<file path="config.mk">
export PLATFORM = sky130hd
export DESIGN_NAME = ir_pulse_train_encoder_top
export DESIGN_NICKNAME = d
export VERILOG_FILES = /design/src/hw/rtl/irpe_pkg.sv /design/src/hw/rtl/irpe_queue.sv /design/src/hw/rtl/irpe_front.sv /design/src/hw/rtl/irpe_back.sv /design/src/hw/rtl/ir_pulse_train_encoder_top.sv
export SDC_FILE = /design/constraint.sdc
export NUM_CORES = 1
export LEC_CHECK = 0
export ABC_CLOCK_PERIOD_IN_PS = 9700
export BUFFER_PORTS_ARGS = -buffer_cell sky130_fd_sc_hd__buf_4
export CORE_ASPECT_RATIO = 0.5
export CORE_MARGIN = 5
export CORE_UTILIZATION = 45
export DETAILED_ROUTE_END_ITERATION = 12
export SETUP_SLACK_MARGIN = 0.3
export SYNTH_ARGS = -nofsm -noshare
export SYNTH_HDL_FRONTEND = slang
export SYNTH_SLANG_ARGS = --single-unit
</file>
<file path="constraint.sdc">
create_clock -name clk -period 9.7 [get_ports clk]
set_clock_uncertainty 0.1 [all_clocks]
set_input_delay 1.94 -clock clk [delete_from_list [all_inputs] [get_ports clk]]
set_output_delay 1.94 -clock clk [all_outputs]
set_load 0.02 [all_outputs]
</file>
<file path="src/hw/rtl/irpe_pkg.sv">
// ----------------------------------------------------------------------------
// irpe_pkg
// Shared types and constants of the infrared pulse train encoder.
// ----------------------------------------------------------------------------
package irpe_pkg;

  // default sizing
  localparam int MAX_BITS_DEF  = 32;
  localparam int TIME_BITS_DEF = 16;

  // fixed field widths
  localparam int CODE_W   = 32;
  localparam int OUT_W    = 17;
  localparam int CNT_W    = 6;
  localparam int CFG_IX_W = 3;
  localparam int CFG_D_W  = 64;
  localparam int SLOT_W   = 16;

  // protocol modes
  typedef enum logic [1:0] {
    MODE_PDIST = 2'd0,
    MODE_PLEN  = 2'd1,
    MODE_MANCH = 2'd2
  } mode_t;

  // configuration register indexes
  typedef enum logic [CFG_IX_W-1:0] {
    CFG_PROTOCOL_MODE  = 3'd0,
    CFG_BIT_COUNT      = 3'd1,
    CFG_LSB_FIRST      = 3'd2,
    CFG_HEADER_TIMES   = 3'd3,
    CFG_BIT_PULSE_TIME = 3'd4,
    CFG_BIT_SPACE      = 3'd5,
    CFG_TRAILER_PULSE  = 3'd6,
    CFG_MANCH_TIMES    = 3'd7
  } cfg_index_t;

  // register reset values
  localparam logic [1:0]  RST_PROTOCOL_MODE = 2'd0;
  localparam logic [5:0]  RST_BIT_COUNT     = 6'd4;
  localparam logic        RST_LSB_FIRST     = 1'b0;
  localparam logic [31:0] RST_HEADER_TIMES  = 32'd122882125;
  localparam logic [15:0] RST_BIT_PULSE     = 16'd625;
  localparam logic [31:0] RST_BIT_SPACE     = 32'd106496375;
  localparam logic [15:0] RST_TRAILER_PULSE = 16'd625;
  localparam logic [63:0] RST_MANCH_TIMES   = 64'd249953593308218232;

  // classified item as it travels from front to back
  typedef struct packed {
    logic [1:0]       mode;
    logic [CNT_W-1:0] bits;
  } ctrl_t;

endpackage

</file>
<file path="src/hw/rtl/irpe_queue.sv">
// ----------------------------------------------------------------------------
// irpe_queue
// Two-entry register queue between the classifier and the pair sequencer.
// ----------------------------------------------------------------------------
module irpe_queue #(
  parameter int W = 8
) (
  input  logic         clk,
  input  logic         rst_n,
  input  logic         push_valid,
  input  logic [W-1:0] push_data,
  output logic         full,
  output logic         pop_valid,
  input  logic         pop_ready,
  output logic [W-1:0] pop_data
);

  logic [W-1:0] data_r [2];
  logic         wr_ptr_r;
  logic         rd_ptr_r;
  logic [1:0]   count_r;
  logic         push;
  logic         pop;

  // occupancy flags
  assign full      = (count_r == 2'd2);
  assign pop_valid = (count_r != 2'd0);
  assign pop_data  = data_r[rd_ptr_r];
  assign push      = push_valid && !full;
  assign pop       = pop_valid && pop_ready;

  // pointers and count
  always_ff @(posedge clk) begin
    if (!rst_n) begin
      wr_ptr_r <= 1'b0;
      rd_ptr_r <= 1'b0;
      count_r  <= 2'd0;
    end else begin
      if (push) wr_ptr_r <= !wr_ptr_r;
      if (pop)  rd_ptr_r <= !rd_ptr_r;
      count_r <= count_r + {1'b0, push} - {1'b0, pop};
    end
  end

  // entry storage
  always_ff @(posedge clk) begin
    if (push) data_r[wr_ptr_r] <= push_data;
  end

endmodule

</file>
<file path="src/hw/rtl/irpe_front.sv">
// ----------------------------------------------------------------------------
// irpe_front
// Accepts scancodes, drops the reserved mode and puts the bits in send order.
// ----------------------------------------------------------------------------
module irpe_front #(
  parameter int MAX_BITS = irpe_pkg::MAX_BITS_DEF
) (
  input  logic                        in_valid,
  output logic                        in_stall,
  input  logic [irpe_pkg::CODE_W-1:0] in_scancode,
  input  logic [1:0]                  cfg_mode,
  input  logic [irpe_pkg::CNT_W-1:0]  cfg_bit_count,
  input  logic                        cfg_lsb_first,
  input  logic                        q_full,
  output logic                        q_push,
  output irpe_pkg::ctrl_t             q_ctrl,
  output logic [MAX_BITS-1:0]         q_seq
);

  localparam logic [irpe_pkg::CNT_W-1:0] MaxCnt = irpe_pkg::CNT_W'(MAX_BITS);

  logic [MAX_BITS-1:0]        code_m;
  logic [MAX_BITS-1:0]        code_rev;
  logic [irpe_pkg::CNT_W-1:0] bits;
  logic [irpe_pkg::CNT_W-1:0] shamt;
  logic                       mode_ok;
  logic                       manch;

  // mode classification
  assign manch   = (cfg_mode == irpe_pkg::MODE_MANCH);
  assign mode_ok = (cfg_mode == irpe_pkg::MODE_PDIST) ||
                   (cfg_mode == irpe_pkg::MODE_PLEN) || manch;

  // bit count saturation
  assign bits  = (cfg_bit_count > MaxCnt) ? MaxCnt : cfg_bit_count;
  assign shamt = MaxCnt - bits;

  // bit order: first bit sent ends up at the top of the word
  assign code_m = in_scancode[MAX_BITS-1:0];
  always_comb begin
    for (int i = 0; i < MAX_BITS; i++) begin
      code_rev[i] = code_m[MAX_BITS-1-i];
    end
  end

  assign q_seq = (cfg_lsb_first && !manch) ? code_rev : (code_m << shamt);

  // queue push; reserved mode is taken and discarded
  assign in_stall    = q_full;
  assign q_push      = in_valid && !q_full && mode_ok;
  assign q_ctrl.mode = cfg_mode;
  assign q_ctrl.bits = bits;

endmodule

</file>
<file path="src/hw/rtl/irpe_back.sv">
// ----------------------------------------------------------------------------
// irpe_back
// Pair sequencer: walks header, bits and tail, at most one pair a cycle.
// ----------------------------------------------------------------------------
module irpe_back #(
  parameter int MAX_BITS  = irpe_pkg::MAX_BITS_DEF,
  parameter int TIME_BITS = irpe_pkg::TIME_BITS_DEF
) (
  input  logic                       clk,
  input  logic                       rst_n,
  input  logic                       q_valid,
  output logic                       q_ready,
  input  irpe_pkg::ctrl_t            q_ctrl,
  input  logic [MAX_BITS-1:0]        q_seq,
  input  logic [31:0]                cfg_header_times,
  input  logic [15:0]                cfg_bit_pulse_time,
  input  logic [31:0]                cfg_bit_space_times,
  input  logic [15:0]                cfg_trailer_pulse_time,
  input  logic [63:0]                cfg_manchester_times,
  output logic                       out_valid,
  input  logic                       out_stall,
  output logic [irpe_pkg::OUT_W-1:0] out_pulse_us,
  output logic [irpe_pkg::OUT_W-1:0] out_space_us,
  output logic                       out_last_pair
);

  localparam int AW = TIME_BITS + 1;
  localparam int OW = irpe_pkg::OUT_W;

  typedef enum logic [1:0] {
    ST_IDLE,
    ST_HEAD,
    ST_BITS,
    ST_TAIL
  } state_t;

  state_t                     state_r, state_nxt;
  logic [1:0]                 mode_r, mode_nxt;
  logic [irpe_pkg::CNT_W-1:0] rem_r, rem_nxt;
  logic [MAX_BITS-1:0]        seq_r, seq_nxt;
  logic [AW-1:0]              p_acc_r, p_acc_nxt;
  logic [AW-1:0]              s_acc_r, s_acc_nxt;
  logic                       has_sp_r, has_sp_nxt;
  logic                       out_valid_r, out_valid_nxt;
  logic [OW-1:0]              out_pulse_r, out_pulse_nxt;
  logic [OW-1:0]              out_space_r, out_space_nxt;
  logic                       out_last_r, out_last_nxt;

  logic [TIME_BITS-1:0] hdr_p, hdr_s, bit_p, trl_p, sp_zero, sp_one, sp_bit;
  logic [TIME_BITS-1:0] m_one_p, m_one_s, m_zero_s, m_zero_p;
  logic                 out_free;
  logic                 cur_bit;
  logic                 need_emit;
  logic [AW-1:0]        s_merge;
  logic                 is_pdist, is_plen;

  // time slots, each masked to the time width
  assign hdr_p    = TIME_BITS'(cfg_header_times);
  assign hdr_s    = TIME_BITS'(cfg_header_times >> irpe_pkg::SLOT_W);
  assign bit_p    = TIME_BITS'(cfg_bit_pulse_time);
  assign trl_p    = TIME_BITS'(cfg_trailer_pulse_time);
  assign sp_zero  = TIME_BITS'(cfg_bit_space_times);
  assign sp_one   = TIME_BITS'(cfg_bit_space_times >> irpe_pkg::SLOT_W);
  assign m_one_p  = TIME_BITS'(cfg_manchester_times);
  assign m_one_s  = TIME_BITS'(cfg_manchester_times >> irpe_pkg::SLOT_W);
  assign m_zero_s = TIME_BITS'(cfg_manchester_times >> (2 * irpe_pkg::SLOT_W));
  assign m_zero_p = TIME_BITS'(cfg_manchester_times >> (3 * irpe_pkg::SLOT_W));

  assign cur_bit  = seq_r[MAX_BITS-1];
  assign sp_bit   = cur_bit ? sp_one : sp_zero;
  assign out_free = !out_valid_r || !out_stall;
  assign is_pdist = (mode_r == irpe_pkg::MODE_PDIST);
  assign is_plen  = (mode_r == irpe_pkg::MODE_PLEN);
  assign s_merge  = has_sp_r ? (s_acc_r + AW'(m_zero_s)) : AW'(m_zero_s);

  // next-state logic
  always_comb begin
    state_nxt     = state_r;
    mode_nxt      = mode_r;
    rem_nxt       = rem_r;
    seq_nxt       = seq_r;
    p_acc_nxt     = p_acc_r;
    s_acc_nxt     = s_acc_r;
    has_sp_nxt    = has_sp_r;
    out_valid_nxt = out_valid_r && out_stall;
    out_pulse_nxt = out_pulse_r;
    out_space_nxt = out_space_r;
    out_last_nxt  = out_last_r;
    q_ready       = 1'b0;
    need_emit     = 1'b0;

    unique case (state_r)
      ST_IDLE: begin
        q_ready = 1'b1;
        if (q_valid) begin
          mode_nxt   = q_ctrl.mode;
          rem_nxt    = q_ctrl.bits;
          seq_nxt    = q_seq;
          p_acc_nxt  = '0;
          s_acc_nxt  = '0;
          has_sp_nxt = 1'b0;
          if (q_ctrl.mode != irpe_pkg::MODE_MANCH) begin
            state_nxt = ST_HEAD;
          end else if (q_ctrl.bits == '0) begin
            state_nxt = ST_TAIL;
          end else begin
            state_nxt = ST_BITS;
          end
        end
      end

      ST_HEAD: begin
        if (out_free) begin
          out_valid_nxt = 1'b1;
          out_pulse_nxt = OW'(hdr_p);
          out_space_nxt = OW'(hdr_s);
          out_last_nxt  = is_plen && (rem_r == '0);
          if (rem_r != '0) begin
            state_nxt = ST_BITS;
          end else begin
            state_nxt = is_pdist ? ST_TAIL : ST_IDLE;
          end
        end
      end

      ST_BITS: begin
        // pair content for this bit
        priority if (is_pdist) begin
          need_emit     = 1'b1;
          out_pulse_nxt = OW'(bit_p);
          out_space_nxt = OW'(sp_bit);
          out_last_nxt  = 1'b0;
        end else if (is_plen) begin
          need_emit     = 1'b1;
          out_pulse_nxt = OW'(sp_bit);
          out_space_nxt = OW'(bit_p);
          out_last_nxt  = (rem_r == 1);
        end else if (cur_bit) begin
          // one: pulse half then space half
          need_emit     = has_sp_r;
          out_pulse_nxt = OW'(p_acc_r);
          out_space_nxt = OW'(s_acc_r);
          out_last_nxt  = 1'b0;
        end else begin
          // zero: space half then pulse half, closes the pair
          need_emit     = 1'b1;
          out_pulse_nxt = OW'(p_acc_r);
          out_space_nxt = OW'(s_merge);
          out_last_nxt  = 1'b0;
        end

        if (!need_emit || out_free) begin
          if (need_emit) out_valid_nxt = 1'b1;
          else begin
            out_pulse_nxt = out_pulse_r;
            out_space_nxt = out_space_r;
            out_last_nxt  = out_last_r;
          end
          // manchester running halves
          if (cur_bit) begin
            p_acc_nxt  = has_sp_r ? AW'(m_one_p) : (p_acc_r + AW'(m_one_p));
            s_acc_nxt  = AW'(m_one_s);
            has_sp_nxt = 1'b1;
          end else begin
            p_acc_nxt  = AW'(m_zero_p);
            s_acc_nxt  = s_merge;
            has_sp_nxt = 1'b0;
          end
          seq_nxt = seq_r << 1;
          rem_nxt = rem_r - 1'b1;
          if (rem_r == 1) state_nxt = is_plen ? ST_IDLE : ST_TAIL;
        end else begin
          out_pulse_nxt = out_pulse_r;
          out_space_nxt = out_space_r;
          out_last_nxt  = out_last_r;
        end
      end

      ST_TAIL: begin
        // trailer pulse, or the last manchester pulse with its space dropped
        if (out_free) begin
          out_valid_nxt = 1'b1;
          out_pulse_nxt = is_pdist ? OW'(trl_p) : OW'(p_acc_r);
          out_space_nxt = '0;
          out_last_nxt  = 1'b1;
          state_nxt     = ST_IDLE;
        end
      end
    endcase
  end

  // state and registered outputs
  always_ff @(posedge clk) begin
    if (!rst_n) begin
      state_r     <= ST_IDLE;
      out_valid_r <= 1'b0;
    end else begin
      state_r     <= state_nxt;
      out_valid_r <= out_valid_nxt;
    end
    mode_r      <= mode_nxt;
    rem_r       <= rem_nxt;
    seq_r       <= seq_nxt;
    p_acc_r     <= p_acc_nxt;
    s_acc_r     <= s_acc_nxt;
    has_sp_r    <= has_sp_nxt;
    out_pulse_r <= out_pulse_nxt;
    out_space_r <= out_space_nxt;
    out_last_r  <= out_last_nxt;
  end

  assign out_valid     = out_valid_r;
  assign out_pulse_us  = out_pulse_r;
  assign out_space_us  = out_space_r;
  assign out_last_pair = out_last_r;

  // bit walk never runs with no bits left
  a_bits_nonzero: assert property (@(posedge clk) disable iff (!rst_n)
    (state_r == ST_BITS) |-> (rem_r != '0))
    else $error("bit state with zero remaining bits");

  // header pair only for the header-based modes
  a_head_mode: assert property (@(posedge clk) disable iff (!rst_n)
    (state_r == ST_HEAD) |-> (mode_r != irpe_pkg::MODE_MANCH))
    else $error("header state in manchester mode");

  // pulse-length trains end in the bit walk or the header, never at a tail
  a_tail_mode: assert property (@(posedge clk) disable iff (!rst_n)
    (state_r == ST_TAIL) |-> (mode_r != irpe_pkg::MODE_PLEN))
    else $error("tail state in pulse-length mode");

  // tail hands out a final pair and goes idle
  a_tail_last: assert property (@(posedge clk) disable iff (!rst_n)
    (state_r == ST_TAIL && out_free) |=>
      (state_r == ST_IDLE && out_valid_r && out_last_r && out_space_r == '0))
    else $error("tail did not close the train");

endmodule

</file>
<file path="src/hw/rtl/ir_pulse_train_encoder_top.sv">
// ----------------------------------------------------------------------------
// ir_pulse_train_encoder_top
// Infrared remote encoder: scancode in, pulse/space timing pairs out.
// ----------------------------------------------------------------------------
// One scancode yields the carrier timing train of the configured protocol
// (pulse distance, pulse length or manchester) as pulse/space pairs, at most
// one pair per cycle from the output register while out_stall is low. The
// sequencer picks the item from the two-entry queue, then sends the header
// pair (the manchester train has none), then walks the bits, then sends the
// trailer or the closing manchester pulse (pulse length has neither); a high
// out_stall holds the pair in the output register. Manchester bits that merge
// into the running half send nothing that cycle. Items in mode three are
// taken and give no pairs. The front takes a new scancode whenever the queue
// has room, so up to two items wait behind the train in progress.
// Configuration registers are to be written only while idle; the block
// itself does not enforce it.
module ir_pulse_train_encoder_top #(
  parameter int MAX_BITS  = irpe_pkg::MAX_BITS_DEF,
  parameter int TIME_BITS = irpe_pkg::TIME_BITS_DEF
) (
  input  logic                          clk,
  input  logic                          rst_n,
  input  logic                          cfg_wr_en,
  input  logic [irpe_pkg::CFG_IX_W-1:0] cfg_index,
  input  logic [irpe_pkg::CFG_D_W-1:0]  cfg_wdata,
  input  logic                          in_valid,
  output logic                          in_stall,
  input  logic [irpe_pkg::CODE_W-1:0]   in_scancode,
  output logic                          out_valid,
  input  logic                          out_stall,
  output logic [irpe_pkg::OUT_W-1:0]    out_pulse_us,
  output logic [irpe_pkg::OUT_W-1:0]    out_space_us,
  output logic                          out_last_pair
);

  localparam int QW = $bits(irpe_pkg::ctrl_t) + MAX_BITS;

  logic [1:0]                 protocol_mode_r;
  logic [irpe_pkg::CNT_W-1:0] bit_count_r;
  logic                       lsb_first_r;
  logic [31:0]                header_times_r;
  logic [15:0]                bit_pulse_time_r;
  logic [31:0]                bit_space_times_r;
  logic [15:0]                trailer_pulse_time_r;
  logic [63:0]                manchester_times_r;

  logic                q_full;
  logic                q_push;
  irpe_pkg::ctrl_t     f_ctrl;
  logic [MAX_BITS-1:0] f_seq;
  logic                q_valid;
  logic                q_ready;
  logic [QW-1:0]       q_data;
  irpe_pkg::ctrl_t     b_ctrl;
  logic [MAX_BITS-1:0] b_seq;

  // configuration registers
  always_ff @(posedge clk) begin
    if (!rst_n) begin
      protocol_mode_r      <= irpe_pkg::RST_PROTOCOL_MODE;
      bit_count_r          <= irpe_pkg::RST_BIT_COUNT;
      lsb_first_r          <= irpe_pkg::RST_LSB_FIRST;
      header_times_r       <= irpe_pkg::RST_HEADER_TIMES;
      bit_pulse_time_r     <= irpe_pkg::RST_BIT_PULSE;
      bit_space_times_r    <= irpe_pkg::RST_BIT_SPACE;
      trailer_pulse_time_r <= irpe_pkg::RST_TRAILER_PULSE;
      manchester_times_r   <= irpe_pkg::RST_MANCH_TIMES;
    end else if (cfg_wr_en) begin
      unique case (irpe_pkg::cfg_index_t'(cfg_index))
        irpe_pkg::CFG_PROTOCOL_MODE:  protocol_mode_r      <= cfg_wdata[1:0];
        irpe_pkg::CFG_BIT_COUNT:      bit_count_r          <= cfg_wdata[irpe_pkg::CNT_W-1:0];
        irpe_pkg::CFG_LSB_FIRST:      lsb_first_r          <= cfg_wdata[0];
        irpe_pkg::CFG_HEADER_TIMES:   header_times_r       <= cfg_wdata[31:0];
        irpe_pkg::CFG_BIT_PULSE_TIME: bit_pulse_time_r     <= cfg_wdata[15:0];
        irpe_pkg::CFG_BIT_SPACE:      bit_space_times_r    <= cfg_wdata[31:0];
        irpe_pkg::CFG_TRAILER_PULSE:  trailer_pulse_time_r <= cfg_wdata[15:0];
        irpe_pkg::CFG_MANCH_TIMES:    manchester_times_r   <= cfg_wdata;
      endcase
    end
  end

  // classifier
  irpe_front #(
    .MAX_BITS (MAX_BITS)
  ) u_front (
    .in_valid      (in_valid),
    .in_stall      (in_stall),
    .in_scancode   (in_scancode),
    .cfg_mode      (protocol_mode_r),
    .cfg_bit_count (bit_count_r),
    .cfg_lsb_first (lsb_first_r),
    .q_full        (q_full),
    .q_push        (q_push),
    .q_ctrl        (f_ctrl),
    .q_seq         (f_seq)
  );

  // decoupling queue
  irpe_queue #(
    .W (QW)
  ) u_queue (
    .clk        (clk),
    .rst_n      (rst_n),
    .push_valid (q_push),
    .push_data  ({f_ctrl, f_seq}),
    .full       (q_full),
    .pop_valid  (q_valid),
    .pop_ready  (q_ready),
    .pop_data   (q_data)
  );

  assign b_ctrl = q_data[QW-1:MAX_BITS];
  assign b_seq  = q_data[MAX_BITS-1:0];

  // pair sequencer
  irpe_back #(
    .MAX_BITS  (MAX_BITS),
    .TIME_BITS (TIME_BITS)
  ) u_back (
    .clk                    (clk),
    .rst_n                  (rst_n),
    .q_valid                (q_valid),
    .q_ready                (q_ready),
    .q_ctrl                 (b_ctrl),
    .q_seq                  (b_seq),
    .cfg_header_times       (header_times_r),
    .cfg_bit_pulse_time     (bit_pulse_time_r),
    .cfg_bit_space_times    (bit_space_times_r),
    .cfg_trailer_pulse_time (trailer_pulse_time_r),
    .cfg_manchester_times   (manchester_times_r),
    .out_valid              (out_valid),
    .out_stall              (out_stall),
    .out_pulse_us           (out_pulse_us),
    .out_space_us           (out_space_us),
    .out_last_pair          (out_last_pair)
  );

endmodule
</file>
Yosys cells after proc, flatten, opt, wreduce, memory -nomap -nowiden --
Memory sizes are Yosys's and may differ from the RTL's. A register that Yosys moved wholly into a read port is not among the register bits. Cells that the tools add are included.
Cells by class: add/subtract/negate cells 6, magnitude comparators 1, equality and inequality tests 22, shifts and indexed selects 1, muxes and demuxes 69, reduce and logical (&&, ||, !) cells 41
Operator list (number):
- $mux W17 | 21
- $pmux W17 S3 | 2
- $mux W32 | 3
- $pmux W17 S2 | 2
- $pmux W32 S2 | 1
- $add A17 B16 Y17 | 2
- $shl A32 B6 Y32 | 1
- $mux W1 | 22
- $mux W2 | 9
- $mux W6 | 3
- $reduce_and A2 Y1 | 9
- $mux W16 | 1
- $eq A3 B3 Y1 const B | 4
- $logic_not A6 Y1 | 2
- $pmux W6 S2 | 1
- $ne A2 B1 Y1 const B | 5
- $reduce_and A5 Y1 | 2
- $eq A2 B2 Y1 const B | 4
- $pmux W2 S4 | 1
- $logic_and A1 B1 Y1 | 7
- $logic_not A1 Y1 | 7
- $eq A2 B1 Y1 const B | 3
- $eq A3 B2 Y1 const B | 2
- $eq A6 B1 Y1 const B | 1
- 17 further kinds | 25
Word-level totals: register bits 286, bits in writable memories 80, input port bits 104, output and inout port bits 37, word-level logic and storage cells 163, memories 1
Memories:
- u_queue.data_r | words 2, bits a word 40, read ports 1, clocked after Yosys merged registers in 1, wr ports 1, line irpe_queue.sv:18 | logic [W-1:0] data_r [2];

Depth between registers and ports, before layout --
Gate-level depths: netlist (run 1).
word-level depth 8, gate-level depth with buffers 12

Hierarchy --
Synthesis (run 1) repeated with hierarchy kept, for this count alone.
Second synthesis, totals: cell total of the unflattened synthesis 1956, area, all modules 20063.0 µm²
By module, submodules not included:
- irpe_back | times used 1, cells an instance 869, area each 7878.8 µm²
- ir_pulse_train_encoder_top | times used 1, cells an instance 650, area each 6688.9 µm²
- irpe_queue | times used 1, cells an instance 150, area each 3131.8 µm²
- irpe_front | times used 1, cells an instance 287, area each 2363.5 µm²

Worst setup path after synthesis (run 1) --
No wires, ideal clock.
path kind input port to flip-flop, start input out_stall, end register u_back.has_sp_r, enable pin, setup time 0.636 ns, arrival 7.673 ns, required time 8.964 ns, path slack 1.291 ns, stages on the path 3, buffers on the path 0, cells stage by stage nand2_1 inv_1 a311oi_1
On the way: longest elaborated chain between the ends 5
Ends and longest elaborated chain:
- start: declaration | line ir_pulse_train_encoder_top.sv:30 | input logic out_stall,
- $logic_not A1 Y1 | line irpe_back.sv:71 | assign out_free = !out_valid_r || !out_stall;
- $logic_or A1 B1 Y1 | line irpe_back.sv:71
- $logic_or A1 B1 Y1 | line irpe_back.sv:152 | if (!need_emit || out_free) begin
- $ne A2 B1 Y1 (no source line)
- $reduce_and A3 Y1 (no source line)
- end signal: assignment | line irpe_back.sv:206 | has_sp_r <= has_sp_nxt;
- end: declaration | line irpe_back.sv:43 | logic has_sp_r, has_sp_nxt;
No other way between the ends. A chain may end at the register's enable or synchronous reset.

Worst setup path in the final report (run 1) --
start register bit_count_r[5] (netlist bit), end memory u_queue.data_r[0][31] (netlist bit) (data pin)
On the way: longest elaborated chain between the ends 5
Ends and longest elaborated chain:
- start: declaration | line ir_pulse_train_encoder_top.sv:39 | logic [irpe_pkg::CNT_W-1:0] bit_count_r;
- start signal: assignment | line ir_pulse_train_encoder_top.sv:61 | bit_count_r <= irpe_pkg::RST_BIT_COUNT;
- start signal: assignment | line ir_pulse_train_encoder_top.sv:71 | irpe_pkg::CFG_BIT_COUNT: bit_count_r <= cfg_wdata[irpe_pkg::CNT_W-1:0];
- $gt A6 B6 Y1 | line irpe_front.sv:35 | assign bits = (cfg_bit_count > MaxCnt) ? MaxCnt : cfg_bit_count;
- $mux W6 * | line irpe_front.sv:35
- $sub A6 B6 Y6 * | line irpe_front.sv:36 | assign shamt = MaxCnt - bits;
- $shl A32 B6 Y32 * | line irpe_front.sv:46 | assign q_seq = (cfg_lsb_first && !manch) ? code_rev : (code_m << shamt);
- $mux W32 * | line irpe_front.sv:46
- net f_seq[31] | line ir_pulse_train_encoder_top.sv:50 | logic [MAX_BITS-1:0] f_seq;
- end: declaration | line irpe_queue.sv:18
Mark *: on every way through the listed nets, which the timed path passes. The rest lies on a longest branch.

==> results of run 1 <==
## Yosys cell counts, drive strengths merged (24+ instances only)
| master | number | area share [%] |
|---|---|---|
| o21ai | 118 | 3.0 |
| clkbuf | 110 | 2.1 |
| nor2 | 90 | 1.7 |
| a21oi | 97 | 2.5 |
| nand3 | 73 | 1.9 |
| nand2 | 452 | 8.8 |
| a21boi | 105 | 4.1 |
| dfxtp | 177 | 18 |
| ha | 37 | 2.4 |
| mux2i | 127 | 6.6 |
| edfxtp | 190 | 29 |
| mux2 | 24 | 1.4 |
| nor3 | 29 | 0.75 |
| nor2b | 29 | 0.94 |
| inv | 38 | 0.74 |
| buf | 35 | 1.1 |
| nand2b | 26 | 0.84 |
| a211oi | 25 | 0.97 |
## state kept, by name, indices dropped and copies added, names as in the netlist, 2 cells and up, named ones only
register              cells
u_back.out_pulse_us      17
u_back.seq_r             32
protocol_mode_r           2
u_back.mode_r             2
u_back.rem_r              6
bit_pulse_time_r         16
u_back.state_r            2
u_back.p_acc_r           17
manchester_times_r       64
header_times_r           32
u_back.out_space_us      17
u_back.s_acc_r           17
trailer_pulse_time_r     16
bit_count_r               6
u_queue.data_r           80
bit_space_times_r        32
u_queue.count_r           2
## area by class of cell
class | instances | area [um2]
clock buffer | 45 | 1006
inverter | 38 | 142.6
multi-input combinational | 1503 | 9429
clock inverter | 19 | 173.9
tap | 577 | 721.9
fill | 4007 | 20260
timing repair buffer | 168 | 1261
sequential | 367 | 9251
## metal layers
layer,part of all wire (%),track usage [%]
met5,0,0
met4,3.1,7.082
met3,6.8,3.993
met2,43,36.00
met1,47,35.39
## per-stage QoR
step	setup slack, ns	utilization [%]	cells	area, um2	power, W
global placement	5.797	49.26	2653	20810	0.004362
CTS	6.017	52.05	2717	21990	0.005827
detailed placement	5.785	49.26	2653	20810	0.004391
finish	5.965	52.05	2717	21990	0.005802
global route	5.820	52.05	2717	21990	0.006119
floorplan	1.291	-	2053	19370	0.003675
## critical path, stage by stage (launching register included)
cell and delay [ns]:
dfxtp_1 0.68, nand2b_1 0.24, ha_2 0.30, or3b_1 0.38, a221oi_2 0.73, nand3b_1 0.54, o31ai_1 0.16, a211o_1 0.33
## final timing paths
path | cells after the start | slack [ns] | startpoint | to
setup / recovery | 7 | 5.97 | bit_count_r[5] | u_queue.data_r[0][31]
hold / removal | 2 | 0.36 | manchester_times_r[19] | manchester_times_r[19]
setup reg to reg | 7 | 5.97 | bit_count_r[5] | u_queue.data_r[0][31]
hold reg to reg | 2 | 0.36 | manchester_times_r[19] | manchester_times_r[19]
## power groups by stage
| stage | sequential [W] | combinational [W] | clock (W) |
|---|---|---|---|
| after CTS | 0.00227 | 0.00211 | 0.00146 |
| final | 0.00227 | 0.00211 | 0.00142 |
| after floorplan | 0.00236 | 0.00132 | 0 |
| after detailed placement | 0.00229 | 0.00210 | 0 |
| after global placement | 0.00229 | 0.00208 | 0 |
| after global routing | 0.00230 | 0.00230 | 0.00152 |
## cell families after synthesis
kind of cell | Yosys count | synth area share, %
compound gates | 506 | 17.23
mux | 169 | 10.07
fa+ha+maj | 39 | 2.596
xor+xnor | 24 | 1.163
buf+inv | 183 | 3.927
simple gates | 765 | 17.28
flops | 367 | 47.74
## cells in the final DEF, fill, tap and decap left out, drive strengths merged, types with 26 or more instances in the layout
master and instances:
a21boi 105, a21oi 97, buf 168, clkbuf 45, dfxtp 177, edfxtp 190
ha 37, inv 38, mux2i 127, nand2 452, nand2b 26, nand3 73
nor2 90, nor2b 29, nor3 29, o21ai 118
==> reports/metrics.yaml, run 1 <==
final_layout:
  drive_gt1_share_pct: 13.74
  num_antenna_cells: 0
  synthToLayoutAreaGrowth_pct: 13.49
  fin_nets: 2257
logic_synthesis:
  postSynthAreaPerCell_um2: 9.436
  async_reset_ff_share_pct: 0
  ys_ff_latch: 367
  synthDistinctLibCells: 77
  ys_warn_count: 0
  netlist_area_um2: 19370
  synth_nets: 2196
  syn_inst: 2053
  synth-edff-count: 190
  ys_seq_area_share_pct: 47.74
  synth_ff_type: "edfxtp_1"
setup_path:
  crit_type: "reg -> reg"
  crit_arrival_ns: 3.89
  path_max_fanout: 15
  cp.required_ns: 9.86
  startpoint_type: "register"
  end_kind: "register"
power_and_ir_drop:
  internal_power_w: 0.003624
  sequentialPowerShare_pct: 39.1
  comb_power_share_pct: 36.3
  share_clk_of_total_power_pct: 24.6
  switching_share_pct: 37.53
  p_sw_w: 0.002177
  ir_drop_v: 0.0002060
  leakagePower_nw: 8.178
  powerDensity_nw_per_um2: 263.9
timing:
  hold_slack_ns: 0.3624
  maxSlewViolCount: 0
  tightest_slew_ns: 1.181
  maxSlewHeadroom_pct: 21.10
  fmax_ghz: 0.2678
  rsz0062_at_grt: "no"
  hold_viol_final: 0
  tns_ns: 0
  setup_violations: 0
  post-route-period-util_pct: 38.50
  fin_crit_ns: 3.735
route:
  num_vias: 15690
  wl_per_cell_um: 21.31
  via_per_inst: 5.775
  dr.first_iter.drc_count: 1492
  drc_errors: 0
  drt-total-wl_um: 57900
  drt-pass1-iter-count: 5
  ant_nets: 0
global_route:
  grt_pass1_wl_um: 88260
  grt_pass1_vias: 14720
  grtUsageTotal_pct: 23.86
  antenna_found_initial: 0
  grt-ovfl-total: 0
  grt_max_degree: 106
placement:
  hpwl_um: 38710
  numPortBuffers: 140
  gp_congestion: 0.9242
floorplan:
  row_count: 53
  core_um2: 42240
  io_pins: 141
  dieArea_um2: 47550
  die_w_um: 303.4
  die_y_um: 156.7
  initial_core_util_pct: 45.86
clocking:
  postCtsHoldBufs: 0
  cts_setup_buffers: 0
  cts_sinks: 367
  worstSkewPairLatency_ns: 0.53
  h-tree-depth: 2
  clk_pin_slew_worst_paths_ns: 0.06
  cts_buffers: 36
  cts-root-buf: "clkbuf_16"
  cts_tree: "built"
  cts_resized: 0
  cts_buffer_depth: 3
status:
  status: "completed"
worst_hold_path:
  hold_path_class: "reg -> reg"
job:
  cap_viol_max_count: 0
(Power assumes the default switching activity.)
==> inputs of run 2 (changes only) <==
--- a/config.mk
+++ b/config.mk
@@ -5,7 +5,8 @@
 export SDC_FILE = /design/constraint.sdc
 export NUM_CORES = 1
 export LEC_CHECK = 0
-export ABC_CLOCK_PERIOD_IN_PS = 9700
+export ABC_AREA = 1
+export ABC_CLOCK_PERIOD_IN_PS = 3500
 export BUFFER_PORTS_ARGS = -buffer_cell sky130_fd_sc_hd__buf_4
 export CORE_ASPECT_RATIO = 0.5
 export CORE_MARGIN = 5
==> constraint.sdc (replaced) <==
create_clock -name clk -period 3.5 [get_ports clk]
set_clock_uncertainty 0.1 [all_clocks]
set_input_delay 0.7 -clock clk [delete_from_list [all_inputs] [get_ports clk]]
set_output_delay 0.7 -clock clk [all_outputs]
set_load 0.02 [all_outputs]
==> reports/metrics.yaml, run 2 <==
status:
  status: "completed"
logic_synthesis:
  synth_area_leaders: "edfxtp_1, dfxtp_1, nand2_1"
  synth-compound-area-share_pct: 12.66  # -4.6 points
  synthTopCellsByCount: "nand2_1, nor2_1, nand3_1"
  ys_seq_area_share_pct: 48.93  # +1.2 points
  yosys.area_share.adder_pct: 2.661  # +0.065 points
  synth_top_area_cell: "edfxtp_1"
  ys_ff_latch: 367  # unchanged
  synth_nets: 2607  # +19%
  ys_warn_count: 0  # unchanged
  netlist_area_um2: 18900  # -2.4%
  synthMuxAreaShare_pct: 0.6355  # -9.4 points
  synth_most_common_cell: "nand2_1"
  async_reset_ff_share_pct: 0  # unchanged
  synth_ff_type: "edfxtp_1"
  synth_xor_area_share_pct: 0.6885  # -0.47 points
  postSynthAreaPerCell_um2: 7.671  # -19%
  synthDistinctLibCells: 50  # -35%
  synth_top_family_by_area: "simple AND/OR/NAND/NOR gates"
  synth-edff-count: 190  # unchanged
  synthSimpleGateAreaFrac_pct: 28.37  # +11 points
  syn_inst: 2464  # +20%
  synth_top_area_share_pct: 30.19  # +0.74 points
final_layout:
  reg.largest.list: "u_queue.data_r (80), manchester_times_r (64)"
  final_cell_mix: "nand2_1, nor2_1, nand3_1, o21ai_0, edfxtp_1"
  layout_commonest_cell: "nand2_1"
  fin_util_pct: 51.97  # -0.079 points
  drive_gt1_share_pct: 10.64  # -3.1 points
  num_antenna_cells: 0  # unchanged
  largest_reg_flops: 80  # unchanged
  stdcell_count: 3126  # +15%
  synthToLayoutAreaGrowth_pct: 14.69
  largest_register: "u_queue.data_r"
  fin_nets: 2691  # +19%
setup_path:
  r2r-start: "bit_count_r[0]"
  crit_type: "reg -> reg"
  startpoint_type: "register"
  path_max_fanout: 29  # +14
  reg2reg_slack_ns: 0.65  # -5.31 ns
  worstReg2RegEnd: "u_queue.data_r[0][1]"
  crit_path_end: "u_queue.data_r[0][1]"
  slowest_stage: "inv_1"
  critPathLaunch: "bit_count_r[0]"
  crit_arrival_ns: 3.02  # -0.87 ns
  cpPeakStageDelay_ns: 0.53  # -0.20 ns
  end_kind: "register"
  crit_chain: "buf_4 -> nand2_4 -> ha_1 -> inv_1 -> nand3_1 -> nor2_1 -> nand2_1 -> o21ai_0"
  reg2reg_depth: 8  # +1
  cp.required_ns: 3.67  # -6.19 ns
route:
  num_vias: 17300  # +10%
  drc_errors: 0  # unchanged
  drt-total-wl_um: 59880  # +3.4%
  ant_nets: 0  # unchanged
  via_per_inst: 5.534  # -4.2%
  wl_per_cell_um: 19.16  # -10%
  dr.first_iter.drc_count: 1875  # +26%
  drt-pass1-iter-count: 5  # unchanged
global_route:
  grt-ovfl-total: 0  # unchanged
  grt_pass1_vias: 16120  # +9.5%
  grtUsageTotal_pct: 24.90  # +1.0 points
  antenna_found_initial: 1  # +1
  grt_max_degree: 72  # -32%
  grt_pass1_wl_um: 91790  # +4.0%
clocking:
  worstSkewPairLatency_ns: 0.54  # about the same
  postCtsHoldBufs: 0  # unchanged
  cts_setup_buffers: 0  # unchanged
  cts-root-buf: "clkbuf_16"
  clk_pin_slew_worst_paths_ns: 0.07  # about the same
  cts_buffers: 36  # unchanged
  cts_buffer_depth: 3  # unchanged
  cts_resized: 0  # unchanged
  cts_tree: "built"
  cts_sinks: 367  # unchanged
  h-tree-depth: 2  # unchanged
worst_hold_path:
  hold_path_class: "in -> reg"
  min_path_cells: 3  # +1
floorplan:
  initial_core_util_pct: 45.31  # -0.55 points
  die_w_um: 299.8  # -1.2%
  core_um2: 41710  # -1.3%
  dieArea_um2: 46450  # -2.3%
  die_y_um: 154.9  # -1.1%
  row_count: 53  # unchanged
  io_pins: 141  # unchanged
timing:
  maxSlewViolCount: 0  # unchanged
  fin_crit_ns: 2.847  # -0.8878 ns
  hold_viol_final: 0  # unchanged
  tightest_slew_ns: 1.001  # -0.1796 ns
  post-route-period-util_pct: 81.34  # +43 points
  setup_violations: 0  # unchanged
  fmax_ghz: 0.3513  # +31%
  tns_ns: 0  # unchanged
  maxSlewHeadroom_pct: 33.19  # +12 points
  hold_slack_ns: 0.2691  # -0.09333 ns
  rsz0062_at_grt: "no"
placement:
  hpwl_um: 40640  # +5.0%
  dp_cells: 3060  # +15%
  numPortBuffers: 140  # unchanged
  gp_congestion: 0.9341  # +1.1%
power_and_ir_drop:
  p_total_w: 0.01654  # +190%
  ir_drop_v: 0.0006301  # +210%
  leakagePower_nw: 9.641  # +18%
  powerDensity_nw_per_um2: 763.0  # +190%
job:
  cap_viol_max_count: 0  # unchanged
[run 2: report_power, final]
| group | internal (W) | total (W) | switching, W |
|---|---|---|---|
| combinational | 0.00191 | 0.00627 | 0.00436 |
| clock | 0.00220 | 0.00395 | 0.00175 |
| sequential | 0.00586 | 0.00631 | 0.000451 |
[run 2: layout make-up]
type / count / area [um2]
inverters: 145 / 544.3
multi-input cells: 1813 / 8553
fillers: 4074 / 20030
repair buffers: 185 / 1451
clock buffers: 43 / 1032
clock inverters: 23 / 158.9
well taps: 550 / 688.2
flip-flops and latches: 367 / 9249
[run 2: per-layer routing]
layer  share of wire (%)  vias up  global-route usage [%]
met5                   0        -                       0
met4                 3.0        0                   6.849
met3                 7.7      123                   4.895
met2                  45      655                   40.26
met1                  44     8081                   34.52
li1                    -     8440                       -
[run 2: worst max-delay path: cells and delay by family (launching register included)]
| kind | cells | cell delay [ns] |
|---|---|---|
| adders and majority gates | 1 | 0.31 |
| and+or+nand+nor | 4 | 0.53 |
| AOI/OAI and AO/OA | 1 | 0.44 |
| buffers and inverters | 2 | 0.86 |
| DFF | 1 | 0.33 |
[run 2: cell families (layout without fill, tap and decap cells)]
kind of cell,Yosys count,in the layout
and+or+nand+nor,1308,1308
AOI/OAI and AO/OA,440,440
DFF,367,367
buffers and inverters,284,396
adders and majority gates,39,39
xor gates and xnor gates,14,14
muxes,12,12
[run 2: how the worst min path moves through the flow]
stage | slack [ns] | startpoint | end
after floorplan | 0.32 | trailer_pulse_time_r[0] | trailer_pulse_time_r[0]
after global placement | 0.33 | trailer_pulse_time_r[5] | trailer_pulse_time_r[5]
after detailed placement | 0.34 | trailer_pulse_time_r[5] | trailer_pulse_time_r[5]
after CTS | 0.25 | cfg_wdata[40] | manchester_times_r[40]
after global routing | 0.25 | cfg_wdata[40] | manchester_times_r[40]
final | 0.27 | cfg_wdata[40] | manchester_times_r[40]
[run 2: through the flow]
stage	setup WS, ns	instance area, um2
6_report	0.6532	21680
5_1_grt	0.4745	21680
4_1_cts	0.6998	21680
3_5_place_dp	0.7214	20490
3_3_place_gp	0.7322	20490
2_1_floorplan	0.3162	18910
